## src/rtl/sdr_pkg.sv

```systemverilog
`default_nettype none

package sdr_pkg;

  // Operand width and the width of the step counter.
  localparam int unsigned Width = 32;
  localparam int unsigned CntW  = $clog2(Width);

  // Last step index; the counter runs from here down to zero.
  localparam logic [CntW-1:0] LastStep = CntW'(Width - 1);

  // Controls broadcast to every cell of the divider row.
  typedef struct packed {
    logic load;  // take new operand bits
    logic step;  // perform one shift-subtract step
    logic take;  // trial subtraction succeeded, keep the difference
  } cell_ctrl_t;

endpackage

`default_nettype wire

```

## src/rtl/sdr_cell.sv

```systemverilog
`default_nettype none

module sdr_cell (
  input  wire                 clk_i,
  input  sdr_pkg::cell_ctrl_t ctrl_i,
  input  wire                 ld_quo_i,
  input  wire                 ld_den_i,
  input  wire                 rem_in_i,
  input  wire                 quo_in_i,
  input  wire                 borrow_i,
  output logic                borrow_o,
  output logic                rem_o,
  output logic                quo_o
);

  logic rem_q;
  logic quo_q;
  logic den_q;
  logic diff;

  // One bit of the trial subtraction of the divisor from the shifted remainder.
  assign diff     = rem_in_i ^ den_q ^ borrow_i;
  assign borrow_o = (~rem_in_i & den_q) | (~(rem_in_i ^ den_q) & borrow_i);

  // Load operand bits, or shift in from the lower neighbor and keep or drop the difference.
  always_ff @(posedge clk_i) begin
    if (ctrl_i.load) begin
      rem_q <= 1'b0;
      quo_q <= ld_quo_i;
      den_q <= ld_den_i;
    end else if (ctrl_i.step) begin
      rem_q <= ctrl_i.take ? diff : rem_in_i;
      quo_q <= quo_in_i;
    end
  end

  assign rem_o = rem_q;
  assign quo_o = quo_q;

endmodule

`default_nettype wire

```

## src/rtl/signed_divide_remainder_unit.sv

```systemverilog
`default_nettype none

// Signed 32-bit divider giving the quotient truncated toward zero and the
// remainder with the sign of the dividend. The magnitudes are divided by
// restoring shift-subtract in a row of 32 bit-slice cells, one quotient bit
// per cycle, followed by a sign-correction state. A new request is accepted
// only while the sequencer is idle, once the previous request has passed
// through the 32 divide steps of the cell row and its sign correction. A
// stalled result is held in the output register and delays only the sign
// correction of the next request. A zero divisor gives zero quotient and
// remainder with divide_by_zero_o set; the most negative value divided by
// minus one wraps to the most negative value with a zero remainder.
module signed_divide_remainder_unit (
  input  wire                clk_i,
  input  wire                rst_ni,
  input  wire                in_valid_i,
  output logic               in_stall_o,
  input  wire signed [31:0]  dividend_i,
  input  wire signed [31:0]  divisor_i,
  output logic               out_valid_o,
  input  wire                out_stall_i,
  output logic signed [31:0] quotient_o,
  output logic signed [31:0] remainder_o,
  output logic               divide_by_zero_o
);

  typedef enum logic [1:0] {
    ST_IDLE,
    ST_RUN,
    ST_FIX
  } state_e;

  state_e                      state_q;
  logic [sdr_pkg::CntW-1:0]    cnt_q;
  logic                        a_neg_q;
  logic                        b_neg_q;
  logic                        dz_q;
  logic                        out_valid_q;
  logic [sdr_pkg::Width-1:0]   quo_out_q;
  logic [sdr_pkg::Width-1:0]   rem_out_q;
  logic                        dz_out_q;

  logic                        in_accept;
  logic                        fix_go;
  logic [sdr_pkg::Width-1:0]   a_mag;
  logic [sdr_pkg::Width-1:0]   b_mag;
  logic [sdr_pkg::Width-1:0]   rem_bits;
  logic [sdr_pkg::Width-1:0]   quo_bits;
  logic [sdr_pkg::Width-1:0]   rem_shift;
  logic [sdr_pkg::Width-1:0]   quo_shift;
  logic [sdr_pkg::Width:0]     borrow;
  logic [sdr_pkg::Width-1:0]   quo_fix;
  logic [sdr_pkg::Width-1:0]   rem_fix;
  sdr_pkg::cell_ctrl_t         ctrl;

  assign in_stall_o = (state_q != ST_IDLE);
  assign in_accept  = in_valid_i && !in_stall_o;
  assign fix_go     = (state_q == ST_FIX) && (!out_valid_q || !out_stall_i);

  // Operand magnitudes for loading the cell row.
  assign a_mag = dividend_i[31] ? (~dividend_i + 32'd1) : dividend_i;
  assign b_mag = divisor_i[31]  ? (~divisor_i + 32'd1)  : divisor_i;

  // Shift paths between neighbors: remainder takes the top quotient bit at the bottom.
  assign rem_shift = {rem_bits[sdr_pkg::Width-2:0], quo_bits[sdr_pkg::Width-1]};
  assign quo_shift = {quo_bits[sdr_pkg::Width-2:0], ctrl.take};
  assign borrow[0] = 1'b0;

  // Subtraction succeeds when the shifted-out remainder bit is set or no borrow remains.
  assign ctrl.load = in_accept;
  assign ctrl.step = (state_q == ST_RUN);
  assign ctrl.take = rem_bits[sdr_pkg::Width-1] | ~borrow[sdr_pkg::Width];

  // Row of bit-slice cells.
  for (genvar i = 0; i < sdr_pkg::Width; i++) begin : g_cell
    sdr_cell u_cell (
      .clk_i    (clk_i),
      .ctrl_i   (ctrl),
      .ld_quo_i (a_mag[i]),
      .ld_den_i (b_mag[i]),
      .rem_in_i (rem_shift[i]),
      .quo_in_i (quo_shift[i]),
      .borrow_i (borrow[i]),
      .borrow_o (borrow[i+1]),
      .rem_o    (rem_bits[i]),
      .quo_o    (quo_bits[i])
    );
  end

  // Sign correction of the unsigned results.
  assign quo_fix = (a_neg_q ^ b_neg_q) ? (~quo_bits + 32'd1) : quo_bits;
  assign rem_fix = a_neg_q ? (~rem_bits + 32'd1) : rem_bits;

  // Sequencer, operand signs and output register.
  always_ff @(posedge clk_i or negedge rst_ni) begin
    if (!rst_ni) begin
      state_q     <= ST_IDLE;
      cnt_q       <= '0;
      a_neg_q     <= 1'b0;
      b_neg_q     <= 1'b0;
      dz_q        <= 1'b0;
      out_valid_q <= 1'b0;
      quo_out_q   <= '0;
      rem_out_q   <= '0;
      dz_out_q    <= 1'b0;
    end else begin
      if (out_valid_q && !out_stall_i) begin
        out_valid_q <= 1'b0;
      end
      unique case (state_q)
        ST_IDLE: begin
          if (in_accept) begin
            state_q <= ST_RUN;
            cnt_q   <= sdr_pkg::LastStep;
            a_neg_q <= dividend_i[31];
            b_neg_q <= divisor_i[31];
            dz_q    <= (divisor_i == 32'sd0);
          end
        end
        ST_RUN: begin
          if (cnt_q == '0) begin
            state_q <= ST_FIX;
          end else begin
            cnt_q <= cnt_q - 1'b1;
          end
        end
        ST_FIX: begin
          if (fix_go) begin
            state_q     <= ST_IDLE;
            out_valid_q <= 1'b1;
            quo_out_q   <= dz_q ? '0 : quo_fix;
            rem_out_q   <= dz_q ? '0 : rem_fix;
            dz_out_q    <= dz_q;
          end
        end
        default: begin
          state_q <= ST_IDLE;
        end
      endcase
    end
  end

  assign out_valid_o      = out_valid_q;
  assign quotient_o       = quo_out_q;
  assign remainder_o      = rem_out_q;
  assign divide_by_zero_o = dz_out_q;

`ifndef SYNTHESIS
  // A flagged division by zero reports zero results.
  assert property (@(posedge clk_i) disable iff (!rst_ni)
    out_valid_o && divide_by_zero_o |-> quotient_o == 32'sd0 && remainder_o == 32'sd0)
    else $error("divide by zero result not cleared");

  // An accepted request starts the step sequence from the last step index.
  assert property (@(posedge clk_i) disable iff (!rst_ni)
    in_accept |=> state_q == ST_RUN && cnt_q == sdr_pkg::LastStep)
    else $error("step sequence not started on request");

  // A new result only appears out of the sign-correction cycle.
  assert property (@(posedge clk_i) disable iff (!rst_ni)
    $rose(out_valid_q) |-> $past(state_q == ST_FIX))
    else $error("result presented without sign correction");
`endif

endmodule

`default_nettype wire
```

## config.mk

```make
export PLATFORM = sky130hd
export DESIGN_NAME = signed_divide_remainder_unit
export DESIGN_NICKNAME = d
export VERILOG_FILES = /design/src/rtl/sdr_pkg.sv /design/src/rtl/sdr_cell.sv /design/src/rtl/signed_divide_remainder_unit.sv
export SDC_FILE = /design/constraint.sdc
export NUM_CORES = 1
export LEC_CHECK = 0
export BUFFER_PORTS_ARGS = -buffer_cell sky130_fd_sc_hd__buf_2
export CORE_MARGIN = 4
export CORE_UTILIZATION = 30
export DETAILED_ROUTE_END_ITERATION = 6
export PLACE_DENSITY_LB_ADDON = 0.1
export SLEW_MARGIN = 20
export SYNTH_ARGS = -nofsm -noshare
export SYNTH_HDL_FRONTEND = slang
export SYNTH_SLANG_ARGS = --single-unit
```

## constraint.sdc

```tcl
create_clock -name clk_i -period 17.65 [get_ports clk_i]
set_input_delay 2.6475 -clock clk_i [delete_from_list [all_inputs] [get_ports clk_i]]
set_output_delay 2.6475 -clock clk_i [all_outputs]
set_load 0.02 [all_outputs]
```

=== Word level (Yosys, flattened, before mapping) ===
Index checks and enable logic that the tools add are counted.
Widths: inputs -> output; s select.

* Reductions and logical operators: 17
* Equal/unequal tests: 6
* Muxes and demuxes: 112
* Bitwise logic cells: 227
* $add $sub $neg: 5

{| class="wikitable"
|+ Operators with widths
! kind !! number
|-
| $mux 32 || 5
|-
| $add 32x1->32 const B || 4
|-
| $not 32->32 || 4
|-
| $mux 1 || 99
|-
| $not 1->1 || 64
|-
| $xor 1x1->1 || 64
|-
| $and 1x1->1 || 63
|-
| $logic_not 32->1 || 1
|-
| $or 1x1->1 || 32
|-
| $mux 31 || 1
|-
| $mux 5 || 2
|-
| $pmux 5 s2 || 1
|-
| $mux 2 || 3
|-
| $ne 2x2->1 const B || 3
|-
| $pmux 2 s3 || 1
|-
| $reduce_and 3->1 || 2
|-
| $reduce_bool 2->1 || 3
|-
| $logic_not 5->1 || 1
|-
| $sub 5x1->5 const B || 1
|-
| $reduce_and 2->1 || 2
|-
| $logic_and 1x1->1 || 3
|-
| $logic_not 1->1 || 3
|-
| $eq 2x1->1 const B || 1
|-
| $eq 2x2->1 const B || 1
|-
| other kinds (3) || 3
|}

* Flip-flop bits (word level): 172
* Word-level logic and storage cells: 472
* Output and inout bits: 67
* Bits of input ports: 68

=== Longest topological paths before layout ===
Gate-level depths: netlist (run 1).

* Depth after elaboration: 68
* Depth in mapped cells: 41
* Gate-level depth less buffers: 39

=== By module ===
Synthesis (run 1) repeated with hierarchy kept, for this count alone.

* Cells, all modules: 1,044
* Area total of the unflattened synthesis: 10,415.0 um2

{| class="wikitable"
|+ By module, submodules not included
! module !! area an instance (um2) !! instances !! cells each !! sequential area each (um2)
|-
| signed_divide_remainder_unit || 5,450.2 || 1 || 660 || 1,901.8
|-
| sdr_cell || 155.1 || 32 || 12 || 80.1
|}

=== Worst setup path after synthesis (run 1) ===
OpenSTA, ideal clock, no wires.

* Path kind: register to register
* Start point: register g_cell[31].u_cell.quo_q
* End point: register g_cell[22].u_cell.rem_q
* Clock period less this slack: 13.008 ns
* Cell stages (with the launch flop): 41
* Buffers on the path: 2
* Data required time: 17.519 ns
* Library setup time: 0.131 ns
* Arrival: 12.877 ns
* Setup slack: 4.642 ns
* Path through: edfxtp_1 -> inv_1 -> ha_1 -> inv_1 -> fa_1 -> inv_1 -> fa_1 -> fa_1 -> fa_1 -> fa_1 -> fa_1 -> fa_1 -> fa_1 -> fa_1 -> fa_1 -> fa_1 -> fa_1 -> fa_1 -> [5 not listed] -> fa_1 -> fa_1 -> fa_1 -> fa_1 -> fa_1 -> fa_1 -> fa_1 -> fa_1 -> fa_1 -> fa_1 -> fa_1 -> fa_1 -> fa_1 -> nor2b_1 -> clkbuf_1 -> buf_1 -> a21oi_1 -> o21ai_0

* Word-level cells in the longest chain between the ends: 67
* Elaborated cells on any way between the ends: 68
* Classes of those cells: mux (1); bitwise (67)

{| class="wikitable"
|+ Ends and longest elaborated chain
! element !! RTL line !! text
|-
| start: declaration || sdr_cell.sv:17 || <nowiki>logic quo_q;</nowiki>
|-
| start signal: assignment || sdr_cell.sv:29 || <nowiki>quo_q <= ld_quo_i;</nowiki>
|-
| start signal: assignment || sdr_cell.sv:33 || <nowiki>quo_q <= quo_in_i;</nowiki>
|-
| $not 1->1 * || sdr_cell.sv:23 || <nowiki>assign borrow_o = (~rem_in_i & den_q) | (~(rem_in_i ^ den_q) & borrow_i);</nowiki>
|-
| $and 1x1->1 * (2 in a row) || sdr_cell.sv:23 ||
|-
| $or 1x1->1 * || sdr_cell.sv:23 ||
|-
| $and 1x1->1 * || sdr_cell.sv:23 ||
|-
| $or 1x1->1 * || sdr_cell.sv:23 ||
|-
| $and 1x1->1 * || sdr_cell.sv:23 ||
|-
| $or 1x1->1 * || sdr_cell.sv:23 ||
|-
| $and 1x1->1 * || sdr_cell.sv:23 ||
|-
| [50 not listed] || - ||
|-
| $or 1x1->1 || sdr_cell.sv:23 ||
|-
| $and 1x1->1 || sdr_cell.sv:23 ||
|-
| $or 1x1->1 || sdr_cell.sv:23 ||
|-
| $and 1x1->1 || sdr_cell.sv:23 ||
|-
| $or 1x1->1 || sdr_cell.sv:23 ||
|-
| $not 1->1 || signed_divide_remainder_unit.sv:72 || <nowiki>assign ctrl.take = rem_bits[sdr_pkg::Width-1] | ~borrow[sdr_pkg::Width];</nowiki>
|-
| $or 1x1->1 || signed_divide_remainder_unit.sv:72 ||
|-
| $mux 1 * || sdr_cell.sv:32 || <nowiki>rem_q <= ctrl_i.take ? diff : rem_in_i;</nowiki>
|-
| end signal: assignment || sdr_cell.sv:32 ||
|-
| end: declaration || sdr_cell.sv:16 || <nowiki>logic rem_q;</nowiki>
|}

Every way passes the cells marked *; elsewhere a longest branch is shown, timed or not.
A chain may end at the register's enable or synchronous reset.

=== Worst setup path after layout (run 1) ===
* Start point: register g_cell[31].u_cell.quo_q
* End point: register g_cell[15].u_cell.rem_q

* Word-level cells in the longest chain between the ends: 67
* Elaborated cells on any way between the ends: 68
* Classes of those cells: mux (1); bitwise (67)

{| class="wikitable"
|+ Ends and longest elaborated chain
! element !! RTL line
|-
| $not 1->1 * || sdr_cell.sv:23
|-
| $and 1x1->1 * (2 in a row) || sdr_cell.sv:23
|-
| $or 1x1->1 * || sdr_cell.sv:23
|-
| $and 1x1->1 * || sdr_cell.sv:23
|-
| $or 1x1->1 * || sdr_cell.sv:23
|-
| $and 1x1->1 * || sdr_cell.sv:23
|-
| $or 1x1->1 * || sdr_cell.sv:23
|-
| $and 1x1->1 * || sdr_cell.sv:23
|-
| [50 not listed] || -
|-
| $or 1x1->1 || sdr_cell.sv:23
|-
| $and 1x1->1 || sdr_cell.sv:23
|-
| $or 1x1->1 || sdr_cell.sv:23
|-
| $and 1x1->1 || sdr_cell.sv:23
|-
| $or 1x1->1 || sdr_cell.sv:23
|-
| $not 1->1 || signed_divide_remainder_unit.sv:72
|-
| $or 1x1->1 || signed_divide_remainder_unit.sv:72
|-
| $mux 1 * || sdr_cell.sv:32
|-
| end signal: assignment || sdr_cell.sv:32
|-
| end: declaration || sdr_cell.sv:16
|}

Marks and branches as above.

==> results of run 1 <==
==> cells in the mapped netlist, types with 8 or more instances <==
cell      instances
nand3_1          44
o21ai_0         105
nand2_1         128
a21oi_1          42
o31ai_1          45
buf_1             8
clkbuf_1         48
nor2_1           62
dfxtp_1          32
o21ai_1          30
or4_1            12
nor3_1           11
xnor2_1          76
inv_1            48
xor2_1           45
edfxtp_1         64
o41ai_1          22
or3_1            12
dfrtp_1          76
fa_1             31
==> metrics by stage <==
step / area [sq um] / hold slack (ns) / total power, mW / util, % / setup WS, ns
floorplan: 9990 / 0.454 / 1.30 / - / 4.64
global placement: 11100 / 0.455 / 1.58 / 33.9 / 4.22
detailed placement: 11100 / 0.462 / 1.58 / 33.9 / 4.16
CTS: 11700 / 0.479 / 1.96 / 35.7 / 4.12
global route: 11700 / 0.485 / 2.12 / 35.7 / 3.53
finish: 11700 / 0.470 / 1.93 / 35.7 / 4.15
==> cell families after synthesis <==
group	synth area share (%)
buffers and inverters	4.06
AND/OR/NAND/NOR	16.3
XOR/XNOR	10.6
AO/OA/AOI/OAI	16.8
flip-flops	44.7
multiplexers	0.514
adder cells (fa/ha/maj)	7.09
==> critical path, delay by kind of cell, from the launching register on <==
| family | cells | cell delay (ns) |
|---|---|---|
| flip-flops | 1 | 0.35 |
| buffers and inverters | 4 | 0.49 |
| AND/OR/NAND/NOR | 2 | 0.30 |
| adder cells (fa/ha/maj) | 32 | 12.06 |
| AO/OA/AOI/OAI | 2 | 0.22 |
==> where the power goes <==
group	internal [mW]	switching, mW
Clock	0.200	0.176
Sequential	0.564	0.148
Combinational	0.333	0.513
==> layer usage <==
layer / vias up / part of all wire (%)
met5: - / 0
met4: 0 / 0.89
met3: 12 / 3.8
met2: 145 / 41
met1: 3604 / 54
li1: 3882 / -
==> state kept, by name, summed over array words and instances (netlist names), 2 cells and up <==
signal	cells
remainder_o	32
g_cell.u_cell.rem_o	32
quotient_o	32
g_cell.u_cell.quo_o	32
cnt_q	5
state_q	2
g_cell.u_cell.den_q	32
==> area by class of cell <==
type | count | area share [%]
flip-flops and latches | 172 | 38.3
multi-input cells | 757 | 44.0
inverters | 48 | 1.55
clock inverters | 15 | 1.31
well taps | 442 | 4.74
repair buffers | 144 | 6.42
clock buffers | 17 | 3.65
==> cells in the final DEF (no fill, tap or decap), types with 17 or more instances in the layout <==
cell / count
buf_2: 133
nand2_1: 127
o21ai_0: 105
xnor2_1: 76
dfrtp_1: 76
edfxtp_1: 64
nor2_1: 62
inv_1: 48
o31ai_1: 45
xor2_1: 45
nand3_1: 44
a21oi_1: 42
dfxtp_1: 32
fa_1: 31
o21ai_1: 30
o41ai_1: 22
clkbuf_16: 17
==> worst max-delay path by stage <==
| stage | startpoint | end | depth (start not counted) |
|---|---|---|---|
| 2_1_floorplan | g_cell[31].u_cell.quo_o | g_cell[22].u_cell.rem_o | 40 |
| 3_3_place_gp | g_cell[31].u_cell.quo_o | g_cell[16].u_cell.rem_o | 40 |
| 3_5_place_dp | g_cell[31].u_cell.quo_o | g_cell[10].u_cell.rem_o | 40 |
| 4_1_cts | g_cell[31].u_cell.quo_o | g_cell[10].u_cell.rem_o | 40 |
| 5_1_grt | g_cell[31].u_cell.quo_o | g_cell[10].u_cell.rem_o | 40 |
| 6_report | g_cell[31].u_cell.quo_o | g_cell[15].u_cell.rem_o | 40 |
==> metrics.md, run 1 <==
| Metric | Value |
|---|---|
| Setup bufs post-CTS | `0` |
| Met3 Use GR | `2.58%` |
| Syn Inst Count | `just over 1k` |
| TritonRoute pass-1 iters | `5` |
| IO buf count | `134` |
| Mapped Area | `roughly 10000 sq um` |
| Wire length per cell | `between 15 and 20 um` |
| Antenna violations before repair | `0` |
| Final-layout fill cell count | `between 3k and 4k` |
| DRT Wirelength | `between 20 and 30 mm` |
| Leakage | `~4.5 nW` |
| Num CTS Buffers | `17` |
| Core footprint | `32700 sq um` |
| Worst-Skew Late Latency | `about 0.43 ns` |
| Area occupied by registers | `between 4000 and 5000 sq um` |
| Period utilization | `~76%` |
| Post-synthesis cell type count | `between 50 and 60` |
| Critical Path Max Stage Delay | `roughly 0.40 ns` |
| Gr usage total | `between 10% and 20%` |
| Post-synth top area cell | `edfxtp_1` |
| CTS sink cnt | `around 170` |
| Status | `completed` |
| Dpl hpwl | `about 21 mm` |
| Remaining antenna violation count | `0` |
| Setup crit start kind | `flop` |
| Post-Place Cells | `between 1.5k and 2k` |
| Die area | `36300 sq um` |
| Die H | `around 190 um` |
| Syn nets | `approximately 1.1k` |
| Htree depth | `4` |
| Setup crit end kind | `flop` |
| Clock period minus worst slack | `between 10 and 15 ns` |
| Clock tree from TritonCTS | `yes` |
| Final Hold Fails | `0` |
| Main synth FF type | `dfrtp_1` |
| Area of the multi-input gates | `between 5000 and 6000 sq um` |
| Drt drc | `0` |
| Worst EP required | `about 18 ns` |
| Cell mode on critical path | `fa_1` |
| Maximum number of pins on one net before global-route repair | `98` |
| Cts hold-fix bufs | `0` |
| Area grow syn2layout | `16.7%` |
| Max clock buf depth | `2` |
| Nets | `1246` |
| Avg Cell Area, Syn | `9.64 sq um` |
| Worst hold start | `remainder_o[12]` |
| Peak VDD IR | `0.0800 mV` |
| Hold Path Sink | `remainder_o[12]` |
| Setup TNS | `0 ns` |
| Number of synthesized register bits | `roughly 170` |
| Final slew viol count | `0` |
| Layout Cells excl Fill | `1595` |
| Overflow after GRT | `0` |
| Layout cells sized above 1 | `a little under a fifth` |
| PD cells | `between 150 and 200 nW/um^2` |
| Routability congestion estimate | `between 0.7 and 0.8` |
| R2r setup slk | `slightly above 4 ns` |
| Gr busiest metal | `met1` |
| M1 GR Usage | `between 20% and 30%` |
| Final Skew | `just under 0.01 ns` |
| Clk pin slew, worst setup/hold paths | `roughly 0.07 ns` |
| R2r startpoint | `g_cell[31].u_cell.quo_o` |
| R2r endpoint | `g_cell[15].u_cell.rem_o` |
| Ys Warns | `0` |
| Drt first-iter violations | `approximately 430` |
| Max_cap viols | `0` |
| Max_slew headroom | `between 30% and 40%` |
| Root Driver | `clkbuf_16` |
| I/O pins | `around 140` |
| Hold path cells | `2` |
| Setup violations, final | `0` |
| CTS resizes | `0` |
| # diodes | `0` |
| Num rows | `between 60 and 70` |
| RSZ-0062 raised after global routing | `false` |
| Post-synth EDFFs | `between 60 and 70` |
| FF-to-FF path depth | `40` |
| Met2 Usage GRT | `a little over a fifth` |
| Critical Path Fanout Max | `63` |
| Worst-margin pin slew | `between 0.9 and 1 ns` |
| Top cells by area, synth | `edfxtp_1, dfrtp_1, xnor2_1` |
| Crit path arrival time | `~14 ns` |
| Share of flip-flops with an asynchronous set or reset | `approximately 44%` |
| Slowest-stage cell, CP | `fa_1` |
| Number of global-route vias before repair | `roughly 7.5k` |
| Crit path kind | `reg -> reg` |
| Hold crit path type | `reg -> reg` |
| First-pass GRT wire length | `43.6 mm` |
| Initial Util | `30.5%` |
| Post-synthesis sequential area ratio | `approximately 45%` |
| Fmax | `roughly 0.074 GHz` |
| Via count | `around 7.6k` |
| Die Wd | `between 150 and 200 um` |
| DR vias/cell | `~4.8` |
| Yosys top cell area share | `between 10% and 20%` |
(Power assumes the default switching activity.)
==> run 2, diff against run 1 <==
- clock period: 17.65 -> 10.9 ns (I/O delays scaled with it)
==> run 2 against run 1 <==
Effect of this change: the run now ends with negative setup slack left; first-iteration DRC count increased by 1.2%; critical path type unchanged; die area unchanged; largest power group unchanged; setup slack got worse by 5.3 ns; non-clock buffer count increased by 17; sequential power increased by 62%; design area increased by 3.9%; clock skew increased by 0.00059 ns; hold slack improved by 0.0014 ns.
==> metrics.md, run 2 (synthesized netlist as in run 1, its figures left out) <==
| Metric | Value |
|---|---|
| # diodes | `0` |
| Worst-margin pin slew | `roughly 0.96 ns` |
| Status | `finished, violations left` |
| Die H | `190 um` |
| Commonest non-fill, non-tap cell in the layout | `buf_2` |
| CTS sink cnt | `172` |
| Gr usage total | `15.6%` |
| Worst EP required | `~11 ns` |
| Fmax | `0.0830 GHz` |
| RSZ-0062 raised after global routing | `true` |
| Layout cells sized above 1 | `between 20% and 30%` |
| Remaining antenna violation count | `0` |
| Crit path to | `g_cell[5].u_cell.rem_o` |
| PD cells | `roughly 280 nW/um^2` |
| Hold path cells | `2` |
| Routability congestion estimate | `roughly 0.8` |
| Final slew viol count | `0` |
| Clk pin slew, worst setup/hold paths | `0.07 ns` |
| Hold crit path type | `reg -> reg` |
| Worst-Skew Late Latency | `around 0.43 ns` |
| Htree depth | `4` |
| Area grow syn2layout | `21.3%` |
| Clock period minus worst slack | `approximately 12 ns` |
| Final Hold Fails | `0` |
| Die area | `about 36000 sq um` |
| Failing checks | `negative setup slack` |
| Slowest-stage cell, CP | `edfxtp_1` |
| Placed cell area | `around 11000 sq um` |
| Crit path kind | `reg -> reg` |
| Die Wd | `about 190 um` |
| Antenna violations before repair | `0` |
| First-pass GRT wire length | `around 44 mm` |
| TritonRoute pass-1 iters | `5` |
| Max clock buf depth | `2` |
| Critical Path Max Stage Delay | `around 0.4 ns` |
| Core Util, Final | `around 37%` |
| R2r endpoint | `g_cell[5].u_cell.rem_o` |
| Peak VDD IR | `about 0.12 mV` |
| Maximum number of pins on one net before global-route repair | `98` |
| Root Driver | `clkbuf_16` |
| I/O pins | `between 100 and 150` |
| Initial Util | `between 30% and 40%` |
| Most frequent cells in the layout | `buf_2, nand2_1, o21ai_0` |
| Clock tree from TritonCTS | `yes` |
| DR vias/cell | `4.84` |
| Wire length per cell | `~18 um` |
| Leakage | `roughly 4.6 nW` |
| Cell mode on critical path | `fa_2` |
| Num rows | `66` |
| Critical path launch point | `g_cell[0].u_cell.den_q` |
| Final Worst Setup Slack | `-1.14 ns` |
| Setup crit end kind | `flop` |
| Core footprint | `32700 sq um` |
| Dpl hpwl | `between 20 and 25 mm` |
| Crit path arrival time | `12.33 ns` |
| Period utilization | `110%` |
| Drt drc | `0` |
| Setup TNS | `-36.14 ns` |
| Setup crit start kind | `flop` |
| Via count | `between 7k and 8k` |
| Final Skew | `0.0102 ns` |
| Max_cap viols | `0` |
| Num CTS Buffers | `17` |
| Setup violations, final | `33` |
| R2r setup slk | `-1.14 ns` |
| Critical Path Fanout Max | `13` |
| Final Instance Area | `about 12000 sq um` |
| Layout Cells excl Fill | `between 1.5k and 2k` |
| Overflow after GRT | `0` |
| FF-to-FF path depth | `38` |
| Cts hold-fix bufs | `0` |
| Max_slew headroom | `between 30% and 40%` |
| IO buf count | `134` |
| Number of global-route vias before repair | `~7.5k` |
| DRT Wirelength | `~28 mm` |
| Post-Place Cells | `approximately 1.6k` |
| Nets | `1263` |
| R2r startpoint | `g_cell[0].u_cell.den_q` |
| Drt first-iter violations | `about 440` |
-- run 2: cell count changes in the layout (fill, tap and decap cells not counted), moves of 11 or more --
cell     change
a21oi_1     -14
a21oi_2     +13
fa_1        -31
fa_2        +31
nor2_1      -14
nor2_2      +11
o21ai_0     -17
o21ai_1     +17
-- run 2: worst max-delay path, delay by kind of cell (launching register included) --
kind                       cells  cell delay [ns]
AOI/OAI and AO/OA              2             0.23
and+or+nand+nor                1             0.20
DFF                            1             0.40
adders and majority gates     32            10.77
buffers and inverters          3             0.30
-- run 2: power breakdown --
| part | leakage [nW] | internal, mW | total (mW) | switching, mW |
|---|---|---|---|---|
| clock | 0.277 | 0.362 | 0.633 | 0.272 |
| combinational | 2.73 | 0.688 | 1.62 | 0.933 |
| sequential | 1.61 | 0.914 | 1.15 | 0.236 |
-- run 2: cell type report --
type / count / area (sq um)
fillers: 3431 / 20600
multi-input cells: 757 / 5330
flip-flops and latches: 172 / 4460
repair buffers: 161 / 985
well taps: 442 / 553
clock buffers: 18 / 429
inverters: 48 / 180
clock inverters: 14 / 170
-- run 2: layer usage --
layer | track usage [%] | routed length [um] | vias up
li1 | - | - | 3921
met1 | 25.4 | 15400 | 3705
met2 | 21.5 | 11500 | 168
met3 | 2.42 | 1280 | 13
met4 | 3.18 | 222 | 0
met5 | 0 | 0 | -
-- run 2: worst min-delay path by stage --
stage | start | endpoint | slack, ns
after floorplan | cnt_q[0] | cnt_q[0] | 0.45
after global placement | remainder_o[1] | remainder_o[1] | 0.46
after CTS | remainder_o[9] | remainder_o[9] | 0.48
final | quotient_o[24] | quotient_o[24] | 0.47
after global routing | quotient_o[31] | quotient_o[31] | 0.49
after detailed placement | remainder_o[9] | remainder_o[9] | 0.46
-- run 2: timing repair --
action / in CTS / in global routing
setup endpoints to repair: 33 / 33
buffers inserted: 0 / 1
gates resized for setup: 2 / 31
pin swaps: 0 / 4
gates cloned: 0 / 5
-- run 2: stage by stage --
stage | total power [mW] | setup WS [ns] | hold WS (ns)
after global placement | 2.66 | -1.02 | 0.457
after floorplan | 2.19 | -0.833 | 0.454
after global routing | 3.70 | -1.54 | 0.488
after detailed placement | 2.67 | -1.12 | 0.464
final | 3.41 | -1.14 | 0.472
after CTS | 3.31 | -1.13 | 0.481
